===== src/rtl/core/jsu_pkg.sv =====
// ----------------------------------------------------------------------------
// jsu_pkg
// shared types, character codes and helpers for the json string unescaper
// ----------------------------------------------------------------------------
package jsu_pkg;

	localparam int MaxResults = 6;
	localparam int CntW       = $clog2(MaxResults + 1);
	localparam int IdxW       = $clog2(MaxResults);
	localparam int HeldDigits = 3;

	// escape tracking, one-hot
	typedef enum logic [5:0] {
		PH_PLAIN = 6'b000001,
		PH_ESC   = 6'b000010,
		PH_HEX0  = 6'b000100,
		PH_HEX1  = 6'b001000,
		PH_HEX2  = 6'b010000,
		PH_HEX3  = 6'b100000
	} phase_t;

	localparam logic [7:0] ChBackslash = 8'h5C;
	localparam logic [7:0] ChQuote     = 8'h22;
	localparam logic [7:0] ChSlash     = 8'h2F;
	localparam logic [7:0] ChB         = 8'h62;
	localparam logic [7:0] ChF         = 8'h66;
	localparam logic [7:0] ChN         = 8'h6E;
	localparam logic [7:0] ChR         = 8'h72;
	localparam logic [7:0] ChT         = 8'h74;
	localparam logic [7:0] ChU         = 8'h75;

	localparam logic [7:0] CtlBs = 8'h08;
	localparam logic [7:0] CtlFf = 8'h0C;
	localparam logic [7:0] CtlLf = 8'h0A;
	localparam logic [7:0] CtlCr = 8'h0D;
	localparam logic [7:0] CtlHt = 8'h09;

	// {is_hex, nibble}
	function automatic logic [4:0] hex_decode(input logic [7:0] c);
		logic [4:0] r;
		r = 5'b0;
		if (c inside {[8'h30:8'h39]}) begin
			r = {1'b1, 4'(c - 8'h30)};
		end else if (c inside {[8'h61:8'h66]}) begin
			r = {1'b1, 4'(c - 8'h57)};
		end else if (c inside {[8'h41:8'h46]}) begin
			r = {1'b1, 4'(c - 8'h37)};
		end
		return r;
	endfunction

endpackage


===== src/rtl/core/json_string_unescape_core.sv =====
// ----------------------------------------------------------------------------
// json_string_unescape_core
// unescapes the body bytes of a json string into a byte stream with utf-8
// ----------------------------------------------------------------------------
// usage:
//  - input channel (in_valid/in_ready): one raw body byte per transaction,
//    in_last set on the final byte of the string body
//  - output channel (out_valid/out_ready): one result per transaction;
//    has_byte=0 marks a bare end marker, out_last flags the final result
//  - each input byte is decoded in the cycle it is accepted; its zero to six
//    result bytes land in a six-entry result buffer and the first one is
//    offered on the next cycle
//  - the result buffer drains one byte per cycle while out_ready is high;
//    a new byte is accepted when the buffer is empty or hands over its last
//    entry, so with out_ready high one byte per cycle is sustained while
//    each yields at most one result, and a byte with more stalls the input
//  - a stalled receiver simply holds the buffer: out_* stay stable and
//    in_ready drops until the buffer is down to its last entry and taken
//  - arst_n clears the escape tracking and empties the result buffer; no
//    clearing pass is needed after reset
// ----------------------------------------------------------------------------
module json_string_unescape_core (
	input  logic       clk,
	input  logic       arst_n,
	input  logic       in_valid,
	output logic       in_ready,
	input  logic [7:0] in_byte,
	input  logic       in_last,
	output logic       out_valid,
	input  logic       out_ready,
	output logic [7:0] out_byte,
	output logic       has_byte,
	output logic       out_last
);
	import jsu_pkg::*;

	// escape tracking state
	phase_t      phase_q;
	logic [15:0] code_q;
	logic [7:0]  held_q [HeldDigits];

	// result buffer
	logic [7:0]      buf_q [MaxResults];
	logic [IdxW-1:0] rd_q;
	logic [CntW-1:0] cnt_q;
	logic            has_q;
	logic            last_q;

	// decode of the incoming byte
	phase_t      ph_n;
	logic [15:0] code_n;
	logic [15:0] cp;
	logic [7:0]  held_n [HeldDigits];
	logic [7:0]  lst [MaxResults];
	logic [CntW-1:0] n;
	logic        res_has;
	logic [4:0]  hx;
	logic [1:0]  hex_idx;
	logic [1:0]  flush_idx;
	logic        in_acc;
	logic        out_acc;

	assign in_acc  = in_valid && in_ready;
	assign out_acc = out_valid && out_ready;

	// take a new byte once the buffer is empty or hands over its last entry
	assign in_ready  = (cnt_q == '0) || (cnt_q == CntW'(1) && out_ready);
	assign out_valid = (cnt_q != '0);
	assign out_byte  = buf_q[rd_q];
	assign has_byte  = has_q;
	assign out_last  = last_q && (cnt_q == CntW'(1));

	assign hx = hex_decode(in_byte);

	// digits held so far in the current \u run
	always_comb begin
		case (phase_q)
			PH_HEX1: hex_idx = 2'd1;
			PH_HEX2: hex_idx = 2'd2;
			PH_HEX3: hex_idx = 2'd3;
			default: hex_idx = 2'd0;
		endcase
	end

	always_comb begin
		ph_n    = PH_PLAIN;
		code_n  = code_q;
		cp      = {code_q[11:0], hx[3:0]};
		held_n  = held_q;
		n       = '0;
		res_has = 1'b1;
		for (int i = 0; i < MaxResults; i++) begin
			lst[i] = 8'h00;
		end

		case (phase_q)
			PH_ESC: begin
				case (in_byte)
					ChB:         begin lst[n] = CtlBs;       n = n + 1'b1; end
					ChF:         begin lst[n] = CtlFf;       n = n + 1'b1; end
					ChN:         begin lst[n] = CtlLf;       n = n + 1'b1; end
					ChR:         begin lst[n] = CtlCr;       n = n + 1'b1; end
					ChT:         begin lst[n] = CtlHt;       n = n + 1'b1; end
					ChSlash:     begin lst[n] = ChSlash;     n = n + 1'b1; end
					ChQuote:     begin lst[n] = ChQuote;     n = n + 1'b1; end
					ChBackslash: begin lst[n] = ChBackslash; n = n + 1'b1; end
					ChU: begin
						ph_n   = PH_HEX0;
						code_n = 16'h0000;
					end
					default: begin
						// unknown escape goes out literally
						lst[n] = ChBackslash; n = n + 1'b1;
						lst[n] = in_byte;     n = n + 1'b1;
					end
				endcase
			end
			PH_HEX0, PH_HEX1, PH_HEX2, PH_HEX3: begin
				if (!hx[4]) begin
					// malformed run: replay it, then treat the byte as text
					lst[n] = ChBackslash; n = n + 1'b1;
					lst[n] = ChU;         n = n + 1'b1;
					for (int i = 0; i < HeldDigits; i++) begin
						if (2'(i) < hex_idx) begin
							lst[n] = held_q[i];
							n = n + 1'b1;
						end
					end
					if (in_byte == ChBackslash) begin
						ph_n = PH_ESC;
					end else begin
						lst[n] = in_byte;
						n = n + 1'b1;
					end
				end else if (phase_q != PH_HEX3) begin
					held_n[hex_idx] = in_byte;
					code_n = {code_q[11:0], hx[3:0]};
					case (phase_q)
						PH_HEX0: ph_n = PH_HEX1;
						PH_HEX1: ph_n = PH_HEX2;
						default: ph_n = PH_HEX3;
					endcase
				end else begin
					code_n = cp;
					// surrogates are dropped
					if (cp[15:11] != 5'b11011) begin
						if (cp < 16'h0080) begin
							lst[n] = cp[7:0]; n = n + 1'b1;
						end else if (cp < 16'h0800) begin
							lst[n] = {3'b110, cp[10:6]}; n = n + 1'b1;
							lst[n] = {2'b10, cp[5:0]};   n = n + 1'b1;
						end else begin
							lst[n] = {4'b1110, cp[15:12]}; n = n + 1'b1;
							lst[n] = {2'b10, cp[11:6]};    n = n + 1'b1;
							lst[n] = {2'b10, cp[5:0]};     n = n + 1'b1;
						end
					end
				end
			end
			default: begin
				if (in_byte == ChBackslash) begin
					ph_n = PH_ESC;
				end else begin
					lst[n] = in_byte;
					n = n + 1'b1;
				end
			end
		endcase

		// end of string: any open escape goes out literally
		if (in_last) begin
			case (ph_n)
				PH_HEX1: flush_idx = 2'd1;
				PH_HEX2: flush_idx = 2'd2;
				PH_HEX3: flush_idx = 2'd3;
				default: flush_idx = 2'd0;
			endcase
			if (ph_n != PH_PLAIN) begin
				lst[n] = ChBackslash;
				n = n + 1'b1;
			end
			if (ph_n != PH_PLAIN && ph_n != PH_ESC) begin
				lst[n] = ChU;
				n = n + 1'b1;
				for (int i = 0; i < HeldDigits; i++) begin
					if (2'(i) < flush_idx) begin
						lst[n] = held_n[i];
						n = n + 1'b1;
					end
				end
			end
			ph_n = PH_PLAIN;
			// nothing produced: a bare end marker
			if (n == '0) begin
				lst[0]  = 8'h00;
				n       = CntW'(1);
				res_has = 1'b0;
			end
		end else begin
			flush_idx = 2'd0;
		end
	end

	// control state
	always_ff @(posedge clk or negedge arst_n) begin
		if (!arst_n) begin
			phase_q <= PH_PLAIN;
			code_q  <= '0;
			held_q  <= '{default: '0};
			cnt_q   <= '0;
			rd_q    <= '0;
		end else begin
			if (in_acc) begin
				phase_q <= ph_n;
				code_q  <= code_n;
				held_q  <= held_n;
				cnt_q   <= n;
				rd_q    <= '0;
			end else if (out_acc) begin
				cnt_q <= cnt_q - 1'b1;
				rd_q  <= rd_q + 1'b1;
			end
		end
	end

	// payload
	always_ff @(posedge clk) begin
		if (in_acc) begin
			buf_q  <= lst;
			has_q  <= res_has;
			last_q <= in_last;
		end
	end

endmodule


===== config.mk =====
export PLATFORM = sky130hd
export DESIGN_NAME = json_string_unescape_core
export DESIGN_NICKNAME = d
export VERILOG_FILES = /design/src/rtl/core/jsu_pkg.sv /design/src/rtl/core/json_string_unescape_core.sv
export SDC_FILE = /design/constraint.sdc
export NUM_CORES = 1
export LEC_CHECK = 0
export ABC_AREA = 1
export BUFFER_PORTS_ARGS = -buffer_cell sky130_fd_sc_hd__buf_2
export CORE_UTILIZATION = 37
export CTS_CLUSTER_DIAMETER = 200
export CTS_CLUSTER_SIZE = 28
export DETAILED_ROUTE_END_ITERATION = 8
export GPL_TIMING_DRIVEN = 0
export SKIP_CTS_REPAIR_TIMING = 1
export SYNTH_ARGS = -nofsm -noshare
export SYNTH_HDL_FRONTEND = slang
export SYNTH_SLANG_ARGS = --single-unit

===== constraint.sdc =====
create_clock -name clk -period 12.4 [get_ports clk]
set_input_delay 1.24 -clock clk [delete_from_list [all_inputs] [get_ports clk]]
set_output_delay 1.24 -clock clk [all_outputs]
set_load 0.005 [all_outputs]

; Word-level counts from Yosys, hierarchy flattened
; Cells that the tools add are included.
[word_totals]
ff_bits = 98
word_cells = 247
in_bits = 13
[classes]
n_reduce_logical = 27
muxes = 119
bitwise_logic = 16
n_addsub = 13
n_eq_ne = 24
n_lt_le_gt_ge = 33
[ops]
columns = op, count
row1 = $mux 48, 18
row2 = $bwmux 48, 6
row3 = $demux 8 s3, 8
row4 = $mux 24, 7
row5 = $mux 8, 19
row6 = $mux 3, 28
row7 = $eq 8x7->1 const B, 7
row8 = $pmux 7 s8, 1
row9 = $ge 4x4->1 const B, 9
row10 = $not 3->4, 9
row11 = $lt 4x1->1 const B, 8
row12 = $mux 32, 1
row13 = $pmux 8 s2, 2
row14 = $or 30x30->30, 1
row15 = $add 3x1->3 const B, 9
row16 = $and 24x24->24, 1
row17 = $bmux 8 s3, 1
row18 = $bwmux 24, 1
row19 = $mux 12, 2
row20 = $not 24->24, 1
row21 = $or 24x24->24, 1
row22 = $pmux 12 s2, 1
row23 = $pmux 6 s2, 2
row24 = $and 18x18->18, 1
row25 = other kinds (47), 88

; Logic depth before layout (Yosys ltp)
; Gate-level depths: netlist of run 1.
[logic_depth]
depth_word = 42
depth_mapped = 29
ltp_nobuf = 29

; Worst setup path after synthesis of run 1
; Ideal clock, no wire load.
[synth_timing]
path_kind = input -> register
startpoint = input port in_byte[0]
endpoint = register buf_q[11] in the netlist's numbering (data pin)
arrival_time_ns = 4.610
path_slack_ns = 7.538
path_buffers = 1
cell_stages = 24
path_cell_list = clkinv_1 -> ha_1 -> nand3b_1 -> nand3_1 -> nand2_2 -> nor2_2 -> nand2_1 -> nand2_1 -> nand2_2 -> ha_1 -> inv_1 -> o21ai_2 -> ha_1 -> inv_1 -> ha_1 -> o21ai_2 -> nand2_1 -> inv_1 -> nand2_4 -> buf_6 -> o21ai_1 -> nand2_1 -> nand2_1 -> nand2_1
[synth_lines]
columns = item, line_no
row1 = start: declaration, json_string_unescape_core.sv:27  ; input logic [7:0] in_byte,
row2 = end signal: assignment, json_string_unescape_core.sv:229  ; buf_q <= lst;
row3 = end: declaration, json_string_unescape_core.sv:43  ; logic [7:0] buf_q [MaxResults];

==> results.txt, run 1 <==
Worst skew pair latency = 0.38 ns
Core ar. = 22700 um^2
Worst Setup End Kind = register
Initial antenna violation count = 0
Met3 Track Usage GR = 0.0493
Worst path max stage delay = 0.49 ns
Diode count = 0
DRC viols = 0
Setup-failing EPs final = 0
Delay-heaviest family, CP = buffers and inverters
Post-DP HPWL = 28400 um
Ys Warns = 0
Die area = 23800 um^2
DP Worst Slack = 6.06 ns
Clk_skew = 0.0264 ns
Post-synth EDFFs = 50
Remaining antenna violation count = 0
Clock Tree Buf Depth = 2
Worst reg-to-reg path cell count = 25
Clock transition at the registers of the reported paths = 0.09 ns
Cell Area, Synth = 8590 um^2
Pwr Total = 1670 uW
Xor/xnor share of the synthesized area = 0.00102
Worst Path Buf+Inv = 7
Gr busiest metal = met2
Chip width = 154 um
Fin. max-slew vios = 0
Async S/R FF share, synth = 0.490
Detailed router's first-iteration violation count = 1039
R2r startpoint = phase_q[5]
1st-pass router iterations = 5
Vias per cell = 5.78
Crit-path slowest cell = clkinv_1
Sequence of cells on the critical path = buf_2 > clkinv_1 > ha_1 > nand3b_1 > nand3_1 > nand2_2 > inv_1 > nand3_1 > nand2_1 > nand3_1 > ha_1 > inv_1 > o21ai_2 > ha_1 > inv_1 > ha_1 > o21ai_2 > nand2_1 > inv_1 > nand2_4 > buf_6 > o21ai_1 > nand3_1 > a21oi_1
Post-synthesis mux area share = 0
# Max-Cap Violations = 0
Compound-cell area share of the yosys netlist = 0.237
Top post-synthesis cells by area = edfxtp_1 17%, nand2_1 14%, dfrtp_1 14%, o21ai_0 8.5%, nor2_1 6.9%
Cell count after synthesis = 1293
CP arrival = 6.25 ns
Seq/Total Area, Yosys = 0.315
Gate power share = 0.540
Least-Margin Pin Slew = 1.38 ns
Avg Synthesized Cell Area = 6.64 um^2
PwrDens = 178 nW/um^2
Switching Share = 0.496
Vias in the first global route = 8464
Synth area leader = edfxtp_1
Final Hold Fails = 0
IO buf count = 24
# fillers = 2501
Die height = 154 um
Final wirelength = 36200 um
Setup ws final = 6.30 ns
Yosys reg bits = 98
Clk pwr share = 0.178
Final net count = 1364
Peak supply drop = 0.0785 mV
HP Start = held_q[21]
Met2 Use GR = 0.473
Static Leakage = 0.00416 uW
HP Class = reg2reg
Status = completed
Initial core utilization = 0.378
GP Congestion = 1.02
Clk root buf = clkbuf_16
Startpoint Class = input pin
Crit path kind = in2reg
Most common flop cell mapped by yosys = edfxtp_1
Int Power = 843 uW
Hold path depth = 2
Setup TNS = 0 ns
Synth cell types = 60
Unrepaired setup endpoints after global routing = no
Layout cells sized above 1 = 0.103
Minimum clock period = 6.10 ns
Row count = 55
Most frequent cells in the layout = 321 x nand2_1, 158 x nor2_1, 146 x o21ai_0
Crit-path max FO = 11
Tcrit/Tclk final = 0.492
DR WL/cell = 22.3 um
Clock Sinks = 98
CTS tree = built
Switch Pwr = 830 uW
CTS buffer count = 9
IO Count = 25
Largest net degree at the start of global routing = 49
Largest family of logic cells by synthesized area = simple AND/OR/NAND/NOR gates
Commonest non-fill, non-tap cell in the layout = nand2_1
Max frequency = 0.164 GHz
All-layer global routing usage = 0.309
Slew margin rel. = 0.0736
Final core utilization = 0.414
Required time worst endpoint = 12.55 ns
Hold Crit Endpoint = held_q[21]
Placed Area = 9080 um^2
Htree depth = 3
Vias = 9361
Post-Synth Simple-Gate Area = 0.330
GR Util met1 = 0.426
Adder-cell share of the synthesized area = 0.0306
R2r endpoint = buf_q[9]
GR Overflow Total = 0
Area growth, synth to finish = 9.57%
First-pass GRT wire length = 53600 um
Final Cell Area = 9410 um^2
R2R Setup Slk = 7.35 ns
Post-synth top area share = 0.175
Net count after synthesis = 1327
Sequential Power Share = 0.282
-- layout make-up --
cell class                      instances  area (um^2)  area share
Clock buffer                            9          225      0.0239
Tap cell                              285          357      0.0379
Buffer                                 42          181      0.0193
Multi-Input combinational cell       1003         5140       0.546
Clock inverter                          7         78.8     0.00838
Timing Repair Buffer                   26          160      0.0170
Sequential cell                        98         2700       0.287
Inverter                              150          566      0.0601
-- power by group through the flow --
| stage | clock network, uW | logic, uW | registers [uW] |
|---|---|---|---|
| floorplan | 0 | 615 | 465 |
| global placement | 0 | 872 | 479 |
| detailed placement | 0 | 880 | 478 |
| CTS | 303 | 884 | 471 |
| global route | 313 | 994 | 478 |
| finish | 298 | 903 | 471 |
-- routing by layer --
metal,part of all wire,up-vias
li1,-,4454
met5,0,-
met2,0.43,459
met1,0.44,4373
met3,0.086,75
met4,0.044,0
-- cell usage after synthesis, types with 7 or more instances --
cell      count
nand2_1     321
o22ai_1      31
a211oi_1      8
dfrtp_1      47
nand2_2      14
nand4_1       7
o32ai_1       9
nand2_4       8
inv_2        20
o21a_1       13
nor2_2        9
edfxtp_1     50
nand3_1      73
a21oi_1      56
o21ai_1      17
o21ai_0     146
a22oi_1      15
ha_1         21
o211ai_1     16
nor3_1       19
inv_1       125
clkbuf_1     31
nor2_1      158
-- logic make-up after synthesis --
| kind of cell | count (synthesis) |
|---|---|
| XOR/XNOR | 1 |
| flip-flops | 98 |
| AND/OR/NAND/NOR | 637 |
| AO/OA/AOI/OAI | 344 |
| adder cells (fa/ha/maj) | 21 |
| buffers and inverters | 192 |
-- state kept, by name, summed over array words and instances (netlist names) --
name      cells
cnt_q         3
code_q       12
buf_q        48
phase_q       6
rd_q          3
last_q        1
held_q       24
has_byte      1
-- worst min-delay path, delay by kind of cell (launching register included) --
family          cells  cell delay (ns)
simple gates        1             0.05
compound gates      1             0.07
flops               1             0.35
-- through the flow --
step	cells	hold slack (ns)
after global routing	1620	0.513
after global placement	1602	0.474
after floorplan	1293	0.453
after detailed placement	1603	0.479
final	1620	0.502
after CTS	1619	0.502
-- worst max-delay path by stage --
stage	depth (start not counted)	slack, ns	start	endpoint
2_1_floorplan	24	7.54	in_byte[0]	buf_q[11]
3_3_place_gp	24	6.06	in_byte[0]	buf_q[9]
3_5_place_dp	24	6.06	in_byte[0]	buf_q[9]
4_1_cts	24	6.43	in_byte[0]	buf_q[9]
5_1_grt	24	6.07	in_byte[0]	buf_q[9]
6_report	24	6.30	in_byte[0]	buf_q[9]
Note: power is estimated with default switching activity, not from simulation.
==> run 2, diff against run 1 <==
Clock period 12.4 ns to 5.4 ns, I/O delays scaled along.
==> run 2 against run 1 <==
- final cell count up 0.25%
- combinational power grew 130%
- clock skew shrank 0.0033 ns
- hold slack got worse by 0.29 ns
- global-route usage unchanged
- sequential power rose by 130%
==> results.txt, run 2 (synthesis gave the netlist of run 1 again) <==
Tcrit/Tclk final = 0.938
Status = completed
Final Hold Fails = 0
Final wirelength = 36100 um
Required time worst endpoint = 5.55 ns
Die area = 23800 um^2
Max frequency = 0.197 GHz
IO buf count = 24
Worst path max stage delay = 0.40 ns
Initial antenna violation count = 0
Row count = 55
Commonest non-fill, non-tap cell in the layout = nand2_1
Post-DP HPWL = 28400 um
Fin. max-slew vios = 0
GR Util met1 = 0.426
Largest net degree at the start of global routing = 49
Max reg flops = 48
Vias = 9389
Clock Tree Buf Depth = 2
Initial core utilization = 0.378
Clock transition at the registers of the reported paths = 0.09 ns
Worst hold slack = 0.213 ns
Most frequent cells in the layout = 321 x nand2_1, 158 x nor2_1, 146 x o21ai_0
First-pass GRT wire length = 53600 um
CTS tree = built
Worst path depth = 25
Core ar. = 22700 um^2
Met3 Track Usage GR = 0.0493
Unrepaired setup endpoints after global routing = no
PwrDens = 407 nW/um^2
Gr busiest metal = met2
GR Overflow Total = 0
HP Class = in2async
Delay-heaviest family, CP = simple AND/OR/NAND/NOR gates
Crit path kind = reg2reg
CTS buffer count = 9
Clk_skew = 0.0231 ns
Largest reg by FF count = buf_q
1st-pass router iterations = 6
Remaining antenna violation count = 0
Area growth, synth to finish = 10.0%
CP arrival = 5.22 ns
GP Congestion = 1.02
Die height = 154 um
Final net count = 1368
Htree depth = 3
Layout cells sized above 1 = 0.107
Static Leakage = 0.00418 uW
Crit-path max FO = 10
IO Count = 25
FF+latch area = 2700 um^2
Worst skew pair latency = 0.38 ns
Largest registers = buf_q: 48 flops, held_q: 24 flops, code_q: 12 flops
Clock Sinks = 98
Chip width = 154 um
DRC viols = 0
Worst reg-to-reg path cell count = 25
Vias in the first global route = 8464
DR WL/cell = 22.2 um
Diode count = 0
Worst Path Buf+Inv = 6
Least-Margin Pin Slew = 1.35 ns
Minimum clock period = 5.07 ns
Detailed router's first-iteration violation count = 1175
Setup TNS = 0 ns
Startpoint Class = register
Setup-failing EPs final = 0
Slew margin rel. = 0.0928
Met2 Use GR = 0.473
Peak supply drop = 0.179 mV
Area of the multi-input gates = 5140 um^2
Vias per cell = 5.78
Crit path top cell by count = nand2_1
Clk root buf = clkbuf_16
Crit-path slowest cell = dfrtp_1
All-layer global routing usage = 0.309
Worst Setup End Kind = register
# Max-Cap Violations = 0
# fillers = 2493
## run 2: cell types whose count changed in the layout (fill, tap and decap cells not counted), sizes merged
| cell | before | now |
|---|---|---|
| buf | 37 | 41 |
| clkinvlp | 0 | 2 |
| clkinv | 8 | 7 |
| inv | 149 | 148 |
## run 2: routing by layer
metal	vias up	wire length [um]
li1	4464	-
met1	4372	15600
met2	467	15600
met3	86	3150
met4	0	1640
met5	-	0
## run 2: path summary, 6_finish.rpt
path	from	end	slack [ns]
setup / recovery	phase_q[5]	buf_q[9]	0.33
hold / removal	arst_n	held_q[11]	0.21
setup reg to reg	phase_q[5]	buf_q[9]	0.33
hold reg to reg	held_q[13]	held_q[13]	0.50
max in group asynchronous	arst_n	phase_q[0]	4.49
min in group clk	in_last	last_q	0.38
## run 2: layout make-up
cell class	instances	area share
buffer	42	0.0192
clock buffer	9	0.0238
clock inverter	7	0.00834
inverter	150	0.0607
multi-input combinational	1003	0.544
sequential	98	0.286
tap	285	0.0377
timing repair buffer	30	0.0201
## run 2: worst register-to-register path: cells and delay by family (launching register included)
family | cells | cell delay [ns]
AO/OA/AOI/OAI | 4 | 0.94
adder cells (fa/ha/maj) | 4 | 1.31
buffers and inverters | 6 | 0.88
flip-flops | 1 | 0.40
AND/OR/NAND/NOR | 11 | 1.33
## run 2: metrics by stage
| step | cell area [um^2] | std cells | worst slack, ns | total power, uW | util |
|---|---|---|---|---|---|
| CTS | 9390 | 1619 | 0.134 | 3810 | 0.413 |
| global route | 9450 | 1624 | 0.0149 | 4100 | 0.416 |
| finish | 9450 | 1624 | 0.333 | 3840 | 0.416 |
| global placement | 9060 | 1602 | -0.236 | 3100 | 0.399 |
| detailed placement | 9080 | 1603 | -0.235 | 3120 | 0.400 |
| floorplan | 8590 | 1293 | 1.24 | 2480 | - |
## run 2: where the power goes
part / switching (uW) / leakage, uW / internal [uW] / total, uW
logic: 1450 / 0.00299 / 627 / 2070
clock network: 357 / 0.000148 / 330 / 687
registers: 101 / 0.00104 / 981 / 1080
total: 1900 / 0.00418 / 1940 / 3840
==> run 3, diff against run 2 <==
Settings changed: CORE_UTILIZATION 37 to 35.
==> run 3 against run 2 <==
- final area about the same
- flip-flop and latch count unchanged
- non-clock buffer count down 5
- final cell count up 1.8%
- first-iteration DRC count up 16%
- via count up 1.6%
- core utilization down 1.8 points
- register-to-register slack better by 0.16 ns
- total power up 1.1%
- die area up 5.6%
- count of clock-buffer cells in the layout unchanged
- critical path depth unchanged
==> results.txt, run 3 (synthesis gave the netlist of run 1 again) <==
Die area = 25200 um^2
Fin. max-slew vios = 0
Crit-path slowest cell = ha_1
Worst hold slack = 0.186 ns
Final wirelength = 35300 um
Minimum clock period = 5.05 ns
Startpoint Class = input pin
Most frequent cells in the layout = 321 x nand2_1, 158 x nor2_1, 146 x o21ai_0
Largest net degree at the start of global routing = 49
Clock transition at the registers of the reported paths = 0.08 ns
Setup ws final = 0.347 ns
HP Class = in2async
Remaining antenna violation count = 0
First-pass GRT wire length = 52100 um
Vias = 9542
Required time worst endpoint = 5.51 ns
Final core utilization = 0.398
Status = completed
Max frequency = 0.198 GHz
Largest registers = buf_q: 48 flops, held_q: 24 flops, code_q: 12 flops
Vias in the first global route = 8314
Crit path top cell by count = nand2_1
Crit-path max FO = 11
Htree depth = 3
Post-route insts no fill = 1653
GP Congestion = 1.06
Initial core utilization = 0.362
Post-DP HPWL = 27500 um
Crit path kind = in2reg
Slew margin rel. = 0.130
Area growth, synth to finish = 10.1%
Final net count = 1363
Commonest non-fill, non-tap cell in the layout = nand2_1
Cell count after placement = 1637
Clock Sinks = 98
Largest reg by FF count = buf_q
All-layer global routing usage = 0.287
# Max-Cap Violations = 0
DR WL/cell = 21.4 um
CTS buffer count = 9
1st-pass router iterations = 7
Diode count = 0
Initial antenna violation count = 2
Static Leakage = 0.00416 uW
PwrDens = 411 nW/um^2
Die height = 159 um
Worst path max stage delay = 0.37 ns
Tcrit/Tclk final = 0.936
Final Hold Fails = 0
Clock Tree Buf Depth = 2
Core ar. = 23800 um^2
CP arrival = 5.16 ns
Max reg flops = 48
Clk_skew = 0.00807 ns
Final Cell Area = 9450 um^2
Least-Margin Pin Slew = 1.29 ns
Peak supply drop = 0.176 mV
Unrepaired setup endpoints after global routing = no
Placed Area = 9130 um^2
Detailed router's first-iteration violation count = 1363
DRC viols = 0
Worst skew pair latency = 0.37 ns
DP Worst Slack = -0.0518 ns
Layout cells sized above 1 = 0.103
Worst Setup End Kind = register
IO buf count = 24
Clk root buf = clkbuf_16
Setup-failing EPs final = 0
Vias per cell = 5.77
IO Count = 25
Row count = 56
Chip width = 159 um
GR Overflow Total = 0
CTS tree = built
==> run 3: final cells by class <==
cell class	count	area (um^2)
Timing Repair Buffer	25	143
Clock buffer	9	225
Sequential cell	98	2700
Inverter	150	569
Tap cell	319	399
Clock inverter	7	93.8
Buffer	42	181
Multi-Input combinational cell	1003	5140
Fill cell	2578	14300
==> run 3: critical path: cells and delay by family <==
kind | cells | cell delay (ns)
AOI/OAI and AO/OA | 3 | 0.68
adders and majority gates | 4 | 1.29
buffers and inverters | 7 | 1.32
and+or+nand+nor | 11 | 1.32
==> run 3: through the flow <==
stage | setup TNS (ns) | power, uW
2_1_floorplan | 0 | 2480
3_3_place_gp | -0.258 | 3100
3_5_place_dp | -0.0758 | 3120
4_1_cts | 0 | 3830
5_1_grt | 0 | 4130
6_report | 0 | 3880
==> run 3: worst paths after layout <==
path | startpoint | to | slack (ns) | cells after the start
worst min-delay path | arst_n | rd_q[1] | 0.19 | 1
worst min register to register | held_q[14] | held_q[14] | 0.50 | 2
max in group asynchronous | arst_n | held_q[9] | 4.68 | 1
min in group clk | in_last | last_q | 0.37 | 1
worst max-delay path | in_byte[0] | buf_q[11] | 0.35 | 25
worst max register to register | phase_q[4] | buf_q[11] | 0.49 | 26
==> run 3: routing by layer <==
metal	up-vias	GRT usage	wire, um
met5	-	0	0
met4	0	0.112	1400
met3	100	0.0607	3690
met2	578	0.433	14900
met1	4418	0.399	15300
li1	4446	-	-
==> run 3: power by group <==
part / internal (uW) / total (uW) / switching (uW)
combinational: 624 / 2090 / 1460
sequential: 981 / 1080 / 102
clock: 373 / 714 / 341
total: 1980 / 3880 / 1900
